$ cat config.mk
export PLATFORM = sky130hd
export DESIGN_NAME = spi_flash_command_sequencer
export DESIGN_NICKNAME = d
export VERILOG_FILES = /design/src/design/spifc_pkg.sv /design/src/design/spifc_front.sv /design/src/design/spifc_job_queue.sv /design/src/design/spifc_back.sv /design/src/design/spi_flash_command_sequencer.sv
export SDC_FILE = /design/constraint.sdc
export NUM_CORES = 1
export LEC_CHECK = 0
export ABC_CLOCK_PERIOD_IN_PS = 17200
export BUFFER_PORTS_ARGS = -buffer_cell sky130_fd_sc_hd__buf_2
export CAP_MARGIN = 30
export CORE_MARGIN = 2
export CORE_UTILIZATION = 55
export CTS_BUF_LIST = sky130_fd_sc_hd__clkbuf_8
export DETAILED_ROUTE_END_ITERATION = 8
export GPL_TIMING_DRIVEN = 0
export PLACE_DENSITY_LB_ADDON = 0.3
export SETUP_SLACK_MARGIN = 0.02
export SYNTH_ARGS = -nofsm -noshare
export SYNTH_HDL_FRONTEND = slang
export SYNTH_HIERARCHICAL = 1
export SYNTH_SLANG_ARGS = --single-unit
$ cat constraint.sdc
create_clock -name clock -period 17.2 [get_ports clock]
set_clock_uncertainty 0.2 [all_clocks]
set_input_delay 5.16 -clock clock [delete_from_list [all_inputs] [get_ports clock]]
set_output_delay 5.16 -clock clock [all_outputs]
set_load 0.03 [all_outputs]
$ cat src/design/spifc_pkg.sv
`timescale 1ns / 1ps
// Shared types and constants for the SPI flash command sequencer.
// No dependencies; imported by every module of the block.
package spifc_pkg;

   // Input item codes
   localparam logic [2:0] CMD_READ       = 3'd0;
   localparam logic [2:0] CMD_PROGRAM    = 3'd1;
   localparam logic [2:0] CMD_ERASE_SEC  = 3'd2;
   localparam logic [2:0] CMD_ERASE_CHIP = 3'd3;
   localparam logic [2:0] CMD_READ_ID    = 3'd4;
   localparam logic [2:0] CMD_REPLY      = 3'd5;
   localparam logic [2:0] CMD_TICK       = 3'd6;

   // Flash opcodes
   localparam logic [7:0] OPC_WREN       = 8'h06;
   localparam logic [7:0] OPC_RDSR       = 8'h05;
   localparam logic [7:0] OPC_SECTOR_ERS = 8'h20;
   localparam logic [7:0] OPC_CHIP_ERS   = 8'hC7;
   localparam logic [7:0] OPC_PROGRAM    = 8'h02;
   localparam logic [7:0] OPC_READ       = 8'h03;
   localparam logic [7:0] OPC_JEDEC_ID   = 8'h9F;
   localparam logic [7:0] DUMMY_BYTE     = 8'h00;

   // JEDEC ID decode
   localparam logic [7:0]  MAKER_CODE       = 8'hEF;
   localparam logic [7:0]  SIZE_CODE_MIN    = 8'h15;
   localparam logic [7:0]  SIZE_CODE_MAX    = 8'h20;
   localparam logic [31:0] DEFAULT_CAPACITY = 32'd2097152;

   // Result status codes
   localparam logic [1:0] STATUS_OK       = 2'd0;
   localparam logic [1:0] STATUS_TIMEOUT  = 2'd1;
   localparam logic [1:0] STATUS_REJECTED = 2'd2;

   // Result kinds
   localparam logic RESULT_SPI_BYTE = 1'b0;
   localparam logic RESULT_FINISH   = 1'b1;

   // Register file
   localparam int          CSR_ADDR_W        = 3;
   localparam logic        CSR_IDX_TIMEOUT   = 1'b0;
   localparam logic [15:0] TIMEOUT_RESET     = 16'd5000;

   // Job queue between front and back
   localparam int QUEUE_DEPTH = 4;
   localparam int QUEUE_PTR_W = $clog2(QUEUE_DEPTH);

   typedef enum logic [2:0] {
      JOB_READ       = 3'd0,
      JOB_PROGRAM    = 3'd1,
      JOB_ERASE_SEC  = 3'd2,
      JOB_ERASE_CHIP = 3'd3,
      JOB_READ_ID    = 3'd4,
      JOB_POLL       = 3'd5,
      JOB_FINISH     = 3'd6
   } job_op_type;

   typedef struct packed {
      job_op_type  op;
      logic [23:0] address;
      logic [7:0]  data;       // program data, or read data for a finish job
      logic [1:0]  status;
      logic [31:0] capacity;
   } job_type;

endpackage

$ cat src/design/spifc_front.sv
`timescale 1ns / 1ps
// Front end: accepts input items, tracks the operation phase and poll timer,
// holds the timeout register, and posts one job per item that causes results.
// Depends on spifc_pkg.
module spifc_front
   import spifc_pkg::*;
(
   input  logic                  clock,
   input  logic                  reset,
   input  logic                  push,
   input  logic [2:0]            req_cmd,
   input  logic [23:0]           req_address,
   input  logic [7:0]            req_write_data,
   input  logic [7:0]            req_reply_byte,
   input  logic                  q_full,
   output logic                  job_push,
   output job_type               job,
   input  logic                  psel,
   input  logic                  penable,
   input  logic                  pwrite,
   input  logic [CSR_ADDR_W-1:0] paddr,
   input  logic [31:0]           pwdata,
   output logic [31:0]           prdata
);

   typedef enum logic [4:0] {
      PH_IDLE       = 5'b00001,
      PH_READ_REPLY = 5'b00010,
      PH_ID_REPLY   = 5'b00100,
      PH_POLL_REPLY = 5'b01000,
      PH_POLL_WAIT  = 5'b10000
   } phase_type;

   phase_type   phase_ff, phase_in;
   logic [15:0] elapsed_ff, elapsed_in;
   logic [1:0]  id_count_ff, id_count_in;
   logic [7:0]  maker_ff, maker_in;
   logic [15:0] timeout_ff;
   logic        accept;
   logic        job_valid;
   logic [3:0]  size_shift;

   assign accept   = push && !q_full;
   assign job_push = accept && job_valid;
   assign prdata   = (paddr[2] == CSR_IDX_TIMEOUT) ? {16'd0, timeout_ff} : 32'd0;

   always_comb begin
      size_shift = 4'(req_reply_byte - SIZE_CODE_MIN);
      phase_in     = phase_ff;
      elapsed_in   = elapsed_ff;
      id_count_in  = id_count_ff;
      maker_in     = maker_ff;
      job_valid    = 1'b0;
      job.op       = JOB_FINISH;
      job.address  = req_address;
      job.data     = req_write_data;
      job.status   = STATUS_OK;
      job.capacity = 32'd0;
      if (accept) begin
         if (req_cmd <= CMD_READ_ID && phase_ff != PH_IDLE) begin
            job_valid  = 1'b1;
            job.data   = 8'd0;
            job.status = STATUS_REJECTED;
         end else begin
            case (req_cmd)
               CMD_READ: begin
                  job_valid = 1'b1;
                  job.op    = JOB_READ;
                  phase_in  = PH_READ_REPLY;
               end
               CMD_PROGRAM, CMD_ERASE_SEC, CMD_ERASE_CHIP: begin
                  job_valid  = 1'b1;
                  job.op     = (req_cmd == CMD_PROGRAM)   ? JOB_PROGRAM :
                               (req_cmd == CMD_ERASE_SEC) ? JOB_ERASE_SEC : JOB_ERASE_CHIP;
                  elapsed_in = 16'd0;
                  phase_in   = PH_POLL_REPLY;
               end
               CMD_READ_ID: begin
                  job_valid   = 1'b1;
                  job.op      = JOB_READ_ID;
                  id_count_in = 2'd0;
                  phase_in    = PH_ID_REPLY;
               end
               CMD_REPLY: begin
                  job.data = 8'd0;
                  case (phase_ff)
                     PH_READ_REPLY: begin
                        job_valid = 1'b1;
                        job.data  = req_reply_byte;
                        phase_in  = PH_IDLE;
                     end
                     PH_ID_REPLY: begin
                        if (id_count_ff == 2'd0) begin
                           maker_in = req_reply_byte;
                        end
                        if (id_count_ff >= 2'd2) begin
                           job_valid = 1'b1;
                           // code 0x20 shifts the size out to zero; codes outside the table give the default
                           if (maker_ff == MAKER_CODE && req_reply_byte >= SIZE_CODE_MIN
                               && req_reply_byte <= SIZE_CODE_MAX) begin
                              job.capacity = DEFAULT_CAPACITY << size_shift;
                           end else begin
                              job.capacity = DEFAULT_CAPACITY;
                           end
                           id_count_in = 2'd0;
                           phase_in    = PH_IDLE;
                        end else begin
                           id_count_in = id_count_ff + 2'd1;
                        end
                     end
                     PH_POLL_REPLY: begin
                        if (!req_reply_byte[0]) begin
                           job_valid = 1'b1;
                           phase_in  = PH_IDLE;
                        end else if (elapsed_ff > timeout_ff) begin
                           job_valid  = 1'b1;
                           job.status = STATUS_TIMEOUT;
                           phase_in   = PH_IDLE;
                        end else begin
                           phase_in = PH_POLL_WAIT;
                        end
                     end
                     default: begin
                     end
                  endcase
               end
               CMD_TICK: begin
                  if (phase_ff == PH_POLL_REPLY || phase_ff == PH_POLL_WAIT) begin
                     if (elapsed_ff != 16'hFFFF) begin
                        elapsed_in = elapsed_ff + 16'd1;
                     end
                     if (phase_ff == PH_POLL_WAIT) begin
                        job_valid = 1'b1;
                        job.op    = JOB_POLL;
                        phase_in  = PH_POLL_REPLY;
                     end
                  end
               end
               default: begin
               end
            endcase
         end
      end
   end

   always_ff @(posedge clock) begin
      if (reset) begin
         phase_ff    <= PH_IDLE;
         elapsed_ff  <= 16'd0;
         id_count_ff <= 2'd0;
         maker_ff    <= 8'd0;
         timeout_ff  <= TIMEOUT_RESET;
      end else begin
         phase_ff    <= phase_in;
         elapsed_ff  <= elapsed_in;
         id_count_ff <= id_count_in;
         maker_ff    <= maker_in;
         if (psel && penable && pwrite && paddr[2] == CSR_IDX_TIMEOUT) begin
            timeout_ff <= pwdata[15:0];
         end
      end
   end

endmodule

$ cat src/design/spifc_job_queue.sv
`timescale 1ns / 1ps
// Short job queue that decouples the front end from the byte sequencer.
// Depends on spifc_pkg.
module spifc_job_queue
   import spifc_pkg::*;
(
   input  logic    clock,
   input  logic    reset,
   input  logic    q_push,
   input  job_type q_din,
   input  logic    q_pop,
   output job_type q_head,
   output logic    q_full,
   output logic    q_empty
);

   job_type                entries [QUEUE_DEPTH];
   logic [QUEUE_PTR_W:0]   wr_ptr_ff, rd_ptr_ff;

   assign q_empty = (wr_ptr_ff == rd_ptr_ff);
   assign q_full  = (wr_ptr_ff[QUEUE_PTR_W] != rd_ptr_ff[QUEUE_PTR_W]) &&
                    (wr_ptr_ff[QUEUE_PTR_W-1:0] == rd_ptr_ff[QUEUE_PTR_W-1:0]);
   assign q_head  = entries[rd_ptr_ff[QUEUE_PTR_W-1:0]];

   always_ff @(posedge clock) begin
      if (q_push) begin
         entries[wr_ptr_ff[QUEUE_PTR_W-1:0]] <= q_din;
      end
   end

   always_ff @(posedge clock) begin
      if (reset) begin
         wr_ptr_ff <= '0;
         rd_ptr_ff <= '0;
      end else begin
         if (q_push) begin
            wr_ptr_ff <= wr_ptr_ff + 1'b1;
         end
         if (q_pop) begin
            rd_ptr_ff <= rd_ptr_ff + 1'b1;
         end
      end
   end

`ifndef SYNTHESIS
   a_no_overflow: assert property (@(posedge clock) disable iff (reset)
      q_full |-> !q_push)
      else $error("job queue written while full");
`endif

endmodule

$ cat src/design/spifc_back.sv
`timescale 1ns / 1ps
// Back end: expands each job into its SPI bytes or finish result, into the
// result register one per cycle while it is free or popped. Depends on spifc_pkg.
module spifc_back
   import spifc_pkg::*;
(
   input  logic        clock,
   input  logic        reset,
   input  job_type     q_head,
   input  logic        q_empty,
   output logic        q_pop,
   input  logic        pop,
   output logic        empty,
   output logic        rsp_kind,
   output logic [7:0]  rsp_tx_byte,
   output logic        rsp_frame_end,
   output logic        rsp_reply_wanted,
   output logic [1:0]  rsp_status,
   output logic [7:0]  rsp_read_data,
   output logic [31:0] rsp_capacity_bytes,
   output logic        rsp_last
);

   typedef struct packed {
      logic [7:0] tx;
      logic       fe;
      logic       rw;
      logic       last;
   } entry_type;

   job_type    cur_ff, cur_in;
   logic       cur_valid_ff, cur_valid_in;
   logic [2:0] step_ff, step_in;
   logic       out_valid_ff;
   entry_type  ent;
   logic       advance, emit, done;

   function automatic entry_type seq_entry(job_type j, logic [2:0] s);
      entry_type e;
      e = '{tx: DUMMY_BYTE, fe: 1'b0, rw: 1'b0, last: 1'b0};
      case (j.op)
         JOB_READ: begin
            case (s)
               3'd0: e.tx = OPC_READ;
               3'd1: e.tx = j.address[23:16];
               3'd2: e.tx = j.address[15:8];
               3'd3: e.tx = j.address[7:0];
               default: e = '{tx: DUMMY_BYTE, fe: 1'b1, rw: 1'b1, last: 1'b1};
            endcase
         end
         JOB_PROGRAM: begin
            case (s)
               3'd0: e = '{tx: OPC_WREN, fe: 1'b1, rw: 1'b0, last: 1'b0};
               3'd1: e.tx = OPC_PROGRAM;
               3'd2: e.tx = j.address[23:16];
               3'd3: e.tx = j.address[15:8];
               3'd4: e.tx = j.address[7:0];
               3'd5: e = '{tx: j.data, fe: 1'b1, rw: 1'b0, last: 1'b0};
               3'd6: e.tx = OPC_RDSR;
               default: e = '{tx: DUMMY_BYTE, fe: 1'b1, rw: 1'b1, last: 1'b1};
            endcase
         end
         JOB_ERASE_SEC: begin
            case (s)
               3'd0: e = '{tx: OPC_WREN, fe: 1'b1, rw: 1'b0, last: 1'b0};
               3'd1: e.tx = OPC_SECTOR_ERS;
               3'd2: e.tx = j.address[23:16];
               3'd3: e.tx = j.address[15:8];
               3'd4: e = '{tx: j.address[7:0], fe: 1'b1, rw: 1'b0, last: 1'b0};
               3'd5: e.tx = OPC_RDSR;
               default: e = '{tx: DUMMY_BYTE, fe: 1'b1, rw: 1'b1, last: 1'b1};
            endcase
         end
         JOB_ERASE_CHIP: begin
            case (s)
               3'd0: e = '{tx: OPC_WREN, fe: 1'b1, rw: 1'b0, last: 1'b0};
               3'd1: e = '{tx: OPC_CHIP_ERS, fe: 1'b1, rw: 1'b0, last: 1'b0};
               3'd2: e.tx = OPC_RDSR;
               default: e = '{tx: DUMMY_BYTE, fe: 1'b1, rw: 1'b1, last: 1'b1};
            endcase
         end
         JOB_READ_ID: begin
            case (s)
               3'd0: e.tx = OPC_JEDEC_ID;
               3'd1: e.rw = 1'b1;
               3'd2: e.rw = 1'b1;
               default: e = '{tx: DUMMY_BYTE, fe: 1'b1, rw: 1'b1, last: 1'b1};
            endcase
         end
         JOB_POLL: begin
            case (s)
               3'd0: e.tx = OPC_RDSR;
               default: e = '{tx: DUMMY_BYTE, fe: 1'b1, rw: 1'b1, last: 1'b1};
            endcase
         end
         default: e.last = 1'b1;
      endcase
      return e;
   endfunction

   assign ent     = seq_entry(cur_ff, step_ff);
   assign advance = !out_valid_ff || pop;
   assign emit    = cur_valid_ff && advance;
   assign done    = emit && ent.last;
   assign q_pop   = !q_empty && (!cur_valid_ff || done);
   assign empty   = !out_valid_ff;

   always_comb begin
      cur_in       = cur_ff;
      cur_valid_in = cur_valid_ff;
      step_in      = step_ff;
      if (q_pop) begin
         cur_in       = q_head;
         cur_valid_in = 1'b1;
         step_in      = 3'd0;
      end else if (done) begin
         cur_valid_in = 1'b0;
      end else if (emit) begin
         step_in = step_ff + 3'd1;
      end
   end

   always_ff @(posedge clock) begin
      if (reset) begin
         cur_valid_ff <= 1'b0;
         out_valid_ff <= 1'b0;
         step_ff      <= 3'd0;
      end else begin
         cur_valid_ff <= cur_valid_in;
         step_ff      <= step_in;
         if (emit) begin
            out_valid_ff <= 1'b1;
         end else if (pop) begin
            out_valid_ff <= 1'b0;
         end
      end
   end

   // result payload: load on emit, otherwise hold
   always_ff @(posedge clock) begin
      cur_ff <= cur_in;
      if (emit) begin
         rsp_last <= ent.last;
         if (cur_ff.op == JOB_FINISH) begin
            rsp_kind           <= RESULT_FINISH;
            rsp_tx_byte        <= 8'd0;
            rsp_frame_end      <= 1'b0;
            rsp_reply_wanted   <= 1'b0;
            rsp_status         <= cur_ff.status;
            rsp_read_data      <= cur_ff.data;
            rsp_capacity_bytes <= cur_ff.capacity;
         end else begin
            rsp_kind           <= RESULT_SPI_BYTE;
            rsp_tx_byte        <= ent.tx;
            rsp_frame_end      <= ent.fe;
            rsp_reply_wanted   <= ent.rw;
            rsp_status         <= STATUS_OK;
            rsp_read_data      <= 8'd0;
            rsp_capacity_bytes <= 32'd0;
         end
      end
   end

`ifndef SYNTHESIS
   a_finish_is_last: assert property (@(posedge clock) disable iff (reset)
      (!empty && rsp_kind == RESULT_FINISH) |-> rsp_last)
      else $error("finish result not marked last");
   a_byte_has_no_status: assert property (@(posedge clock) disable iff (reset)
      (!empty && rsp_kind == RESULT_SPI_BYTE) |->
         (rsp_status == STATUS_OK && rsp_capacity_bytes == 32'd0))
      else $error("spi byte result carries finish fields");
   a_job_runs_on: assert property (@(posedge clock) disable iff (reset)
      (cur_valid_ff && !done) |=> cur_valid_ff)
      else $error("job dropped before its last result");
`endif

endmodule

$ cat src/design/spi_flash_command_sequencer.sv
`timescale 1ns / 1ps
// SPI flash command sequencer top level. Operations, flash replies and 1 ms
// ticks enter as queue items; each accepted item is classified as it is
// taken, and its SPI bytes or finish result leave one per cycle while the
// result register is free or popped (up to eight bytes for a program, one
// for a finish, none for an ignored reply or tick); the result sequencer sets
// that rate, and a four-deep job queue lets input be taken while it works.
// Depends on spifc_pkg, spifc_front, spifc_job_queue and spifc_back.
module spi_flash_command_sequencer
   import spifc_pkg::*;
(
   input  logic                  clock,
   input  logic                  reset,
   input  logic                  push,
   output logic                  full,
   input  logic [2:0]            req_cmd,
   input  logic [23:0]           req_address,
   input  logic [7:0]            req_write_data,
   input  logic [7:0]            req_reply_byte,
   output logic                  empty,
   input  logic                  pop,
   output logic                  rsp_kind,
   output logic [7:0]            rsp_tx_byte,
   output logic                  rsp_frame_end,
   output logic                  rsp_reply_wanted,
   output logic [1:0]            rsp_status,
   output logic [7:0]            rsp_read_data,
   output logic [31:0]           rsp_capacity_bytes,
   output logic                  rsp_last,
   input  logic                  psel,
   input  logic                  penable,
   input  logic                  pwrite,
   input  logic [CSR_ADDR_W-1:0] paddr,
   input  logic [31:0]           pwdata,
   output logic [31:0]           prdata,
   output logic                  pready
);

   job_type job, q_head;
   logic    job_push, q_pop, q_full, q_empty;

   assign full   = q_full;
   assign pready = 1'b1;

   spifc_front u_front (
      .clock          (clock),
      .reset          (reset),
      .push           (push),
      .req_cmd        (req_cmd),
      .req_address    (req_address),
      .req_write_data (req_write_data),
      .req_reply_byte (req_reply_byte),
      .q_full         (q_full),
      .job_push       (job_push),
      .job            (job),
      .psel           (psel),
      .penable        (penable),
      .pwrite         (pwrite),
      .paddr          (paddr),
      .pwdata         (pwdata),
      .prdata         (prdata)
   );

   spifc_job_queue u_queue (
      .clock   (clock),
      .reset   (reset),
      .q_push  (job_push),
      .q_din   (job),
      .q_pop   (q_pop),
      .q_head  (q_head),
      .q_full  (q_full),
      .q_empty (q_empty)
   );

   spifc_back u_back (
      .clock              (clock),
      .reset              (reset),
      .q_head             (q_head),
      .q_empty            (q_empty),
      .q_pop              (q_pop),
      .pop                (pop),
      .empty              (empty),
      .rsp_kind           (rsp_kind),
      .rsp_tx_byte        (rsp_tx_byte),
      .rsp_frame_end      (rsp_frame_end),
      .rsp_reply_wanted   (rsp_reply_wanted),
      .rsp_status         (rsp_status),
      .rsp_read_data      (rsp_read_data),
      .rsp_capacity_bytes (rsp_capacity_bytes),
      .rsp_last           (rsp_last)
   );

endmodule
==> summary.txt <==
Cells and area
  – Share of post-route cells with drive strength above 1: a little over a quarter
  – Nets: approximately 1500
  – Antenna cells: 0
  – Layout fillers: 2460
  – Final instance area: roughly 22000 um2
  – Post-synthesis to final-layout area growth: 15.1%
  – Utilization after layout: 63.8%

Critical path
  – Critical Setup Path Class: primary input to output port
  – Crit start category: primary input
  – Critical Path Source: paddr[2]
  – Setup slack, reg-to-reg: 13.29 ns
  – R2r endpoint: u_back/cur_ff[9]
  – Setup crit end: prdata[14]
  – FF-to-FF path depth: 11
  – Worst setup EP type: output port
  – CP Max Fanout: 10
  – FF-to-FF Start: u_back/step_ff[2]
  – Req. time, crit path: around 12 ns
  – CP arrival: 6.19 ns

STA
  – Final setup viols: 0
  – RSZ-0062 raised after global routing: no
  – Final worst slack: approximately 5.7 ns
  – Worst-Margin Slew: 0.865 ns
  – Max-slew headroom: around 42%
  – Highest clock rate: 86.6 MHz
  – Fin crit share: ~67%
  – Final hold violation count: 0
  – Fin. max-slew vios: 0
  – Setup Total Neg Slack: 0 ns
  – Min Clock Period, post-route: roughly 12 ns

Drt
  – Drt first-iter violations: just under 900
  – Antenna viol nets, final: 0
  – Vias per std cell: 5.47
  – TritonRoute pass-1 iters: 6
  – Via count: around 11000
  – Drt wl/cell: 19.3 um
  – WL final: between 30000 and 40000 um
  – DR DRC count: 0

Yosys
  – Yosys warns: 6
  – Distinct cells, synth: between 70 and 80
  – Primary FF master, synth: edfxtp_1
  – Seq/Total Area, Yosys: between 60% and 70%
  – Avg Cell Area, Syn: roughly 16 um2
  – Syn Inst Count: 1200
  – Number of synthesized flops with an enable pin: around 400
  – FF+latch count, synth: around 460
  – Mapped cell area: between 15000 and 20000 um2
  – Post-synth ARST share: 0%

Global routing
  – Aggregate global routing overflow: 0
  – Met3 global-route usage: 4.89%
  – Initial antenna violation count: 2
  – GRT busiest layer: met2
  – Largest net degree at the start of global routing: 52
  – GRT met2 Usage: 34.7%
  – Overall global routing resource usage: 21.3%
  – Met1 usage: 28.9%
  – First-pass GRT wire length: about 60000 um
  – Number of global-route vias before repair: about 11000

Clock network
  – Root buf cell: clkbuf_8
  – CTS buffer count: 75
  – Post-cts hold buffer count: 0
  – CTS tree: built
  – Post-cts resize count: 0
  – Longest Clk Path Bufs: 3
  – # clock sinks: roughly 460
  – Setup bufs post-CTS: 0
  – Clk Latency, worst-skew pair: 0.61 ns
  – Worst-path clk slew: about 0.060 ns
  – Clock H-tree levels: 3

Floorplanning
  – Die Y: about 190 um
  – Overall die area: approximately 36000 um2
  – Die X: roughly 190 um
  – Top Ports: 174
  – Core Area: ~34000 um2
  – Row cnt: 68
  – Initial Utilization: ~55%

Placed design
  – GPL Wtd Cong: approximately 0.88
  – IO buf count: 110
  – Dpl ws: between 5 and 6 ns
  – Placed cell areas: 20500 um2
  – Final HPWL DP: between 20000 and 25000 um

Run
  – Max_cap viols: 0

Pwr
  – Leak pwr: slightly below 8 nW
  – P per Cell Area: ~140 nW/um2
  – Worst vdd rail ir drop: about 0.078 mV

Run status
  – Status: finished, final reports clean

Min path
  – Hold crit path type: flip-flop to flip-flop
report_power, final:
part / leakage, nW / internal, mW / switching (mW)
logic: 2.77 / 0.259 / 0.442
registers: 4.16 / 1.44 / 0.0729
clock network: 0.783 / 0.492 / 0.412
cell usage after synthesis, types with 12 or more instances:
cell / n / area [um2]
edfxtp_1: 399 / 12000
clkbuf_1: 27 / 101
inv_1: 33 / 124
xnor2_1: 17 / 149
buf_4: 68 / 510
a222oi_1: 12 / 120
and2_1: 50 / 313
nand3_1: 25 / 125
o21ai_0: 20 / 100
nand2_1: 70 / 263
ha_1: 29 / 363
dfxtp_1: 60 / 1200
buf_2: 16 / 80.1
a21oi_1: 47 / 235
mux4_2: 69 / 1550
nor2_1: 75 / 282
sequential cells by signal, indices dropped and copies added, names as in the netlist, 2 cells and up, named ones only:
| signal | cells |
|---|---|
| u_front/timeout_ff | 16 |
| u_back/rsp_read_data | 8 |
| u_front/maker_ff | 8 |
| u_front/elapsed_ff | 16 |
| u_queue/rd_ptr_ff | 3 |
| u_queue/entries | 276 |
| u_back/step_ff | 3 |
| u_front/id_count_ff | 2 |
| u_back/cur_ff | 69 |
| u_front/phase_ff | 5 |
| u_back/rsp_status | 2 |
| u_queue/wr_ptr_ff | 3 |
| u_back/rsp_capacity_bytes | 32 |
| u_back/rsp_tx_byte | 8 |
critical path, stage by stage:
cell      delay [ns]
clkbuf_1        0.26
clkbuf_1        0.44
nor2_1          0.13
buf_2           0.21
placed cells by master (no fill, tap or decap), types with 6 or more instances in the layout:
cell      Yosys  final
buf_2        16    126
o21ai_0      20     20
clkinv_1      0     22
dfxtp_1      60     60
nor3_2        6      6
mux4_2       69     69
a222oi_1     12     12
nand4_1       7      7
ha_1         29     29
nand3b_1      7      7
nor2_1       75     75
clkbuf_1     27     27
nor3_1       10     10
edfxtp_1    399    399
a21oi_1      47     47
nand2_1      70     70
a22o_1        8      8
and2_1       50     46
buf_4        68     68
inv_1        33     48
nand3_1      25     25
nor2b_1      10      9
conb_1        2     38
nand2b_1      9      9
clkbuf_8      0     77
nor3b_1       7      6
xnor2_1      17     17
or3_1         6      6
o211ai_1     10     10
layout make-up:
cell class              instances  area (um2)  area share, %
plain buffers                 118         781           3.57
clock buffers                  77        1060           4.84
clock inverters                53         363           1.66
inverters                      33         124          0.566
multi-input cells             626        5090           23.3
flip-flops and latches        459       13200           60.2
well taps                     455         569           2.60
repair buffers                117         721           3.29
metal layers:
metal / vias to the layer above / wire length [um] / share of wire, %
li1: 4971 / - / -
met2: 393 / 18100 / 48
met1: 5192 / 15900 / 42
met5: - / 30 / 0.080
met3: 49 / 2780 / 7.4
met4: 4 / 588 / 1.6
worst min-delay path by stage:
| stage | startpoint | endpoint | slack (ns) | cells after the start |
|---|---|---|---|---|
| after floorplan | u_front/maker_ff[5] | u_front/maker_ff[5] | 0.23 | 2 |
| after global placement | u_front/maker_ff[6] | u_front/maker_ff[6] | 0.24 | 2 |
| after detailed placement | u_front/maker_ff[6] | u_front/maker_ff[6] | 0.25 | 2 |
| after CTS | u_front/timeout_ff[4] | u_front/timeout_ff[4] | 0.26 | 2 |
| after global routing | u_front/maker_ff[6] | u_front/maker_ff[6] | 0.28 | 2 |
| final | u_front/maker_ff[6] | u_front/maker_ff[6] | 0.26 | 2 |
per-stage QoR:
| step | instances | hold slack [ns] | power, mW |
|---|---|---|---|
| finish | 1938 | 0.257 | 3.12 |
| global route | 1938 | 0.280 | 3.27 |
| detailed placement | 1808 | 0.247 | 2.24 |
| CTS | 1938 | 0.256 | 3.16 |
| floorplan | 1236 | 0.231 | 2.01 |
| global placement | 1801 | 0.242 | 2.23 |
cells by family after synthesis:
kind of cell / count (synthesis) / share of synthesized area, %
XOR/XNOR: 20 / 0.921
adder cells (fa/ha/maj): 29 / 1.91
flip-flops: 459 / 69.3
AND/OR/NAND/NOR: 313 / 8.96
AO/OA/AOI/OAI: 151 / 5.62
other: 2 / 0.0395
multiplexers: 75 / 8.49
buffers and inverters: 151 / 4.76
No activity file was read; power rests on OpenSTA's default activity.
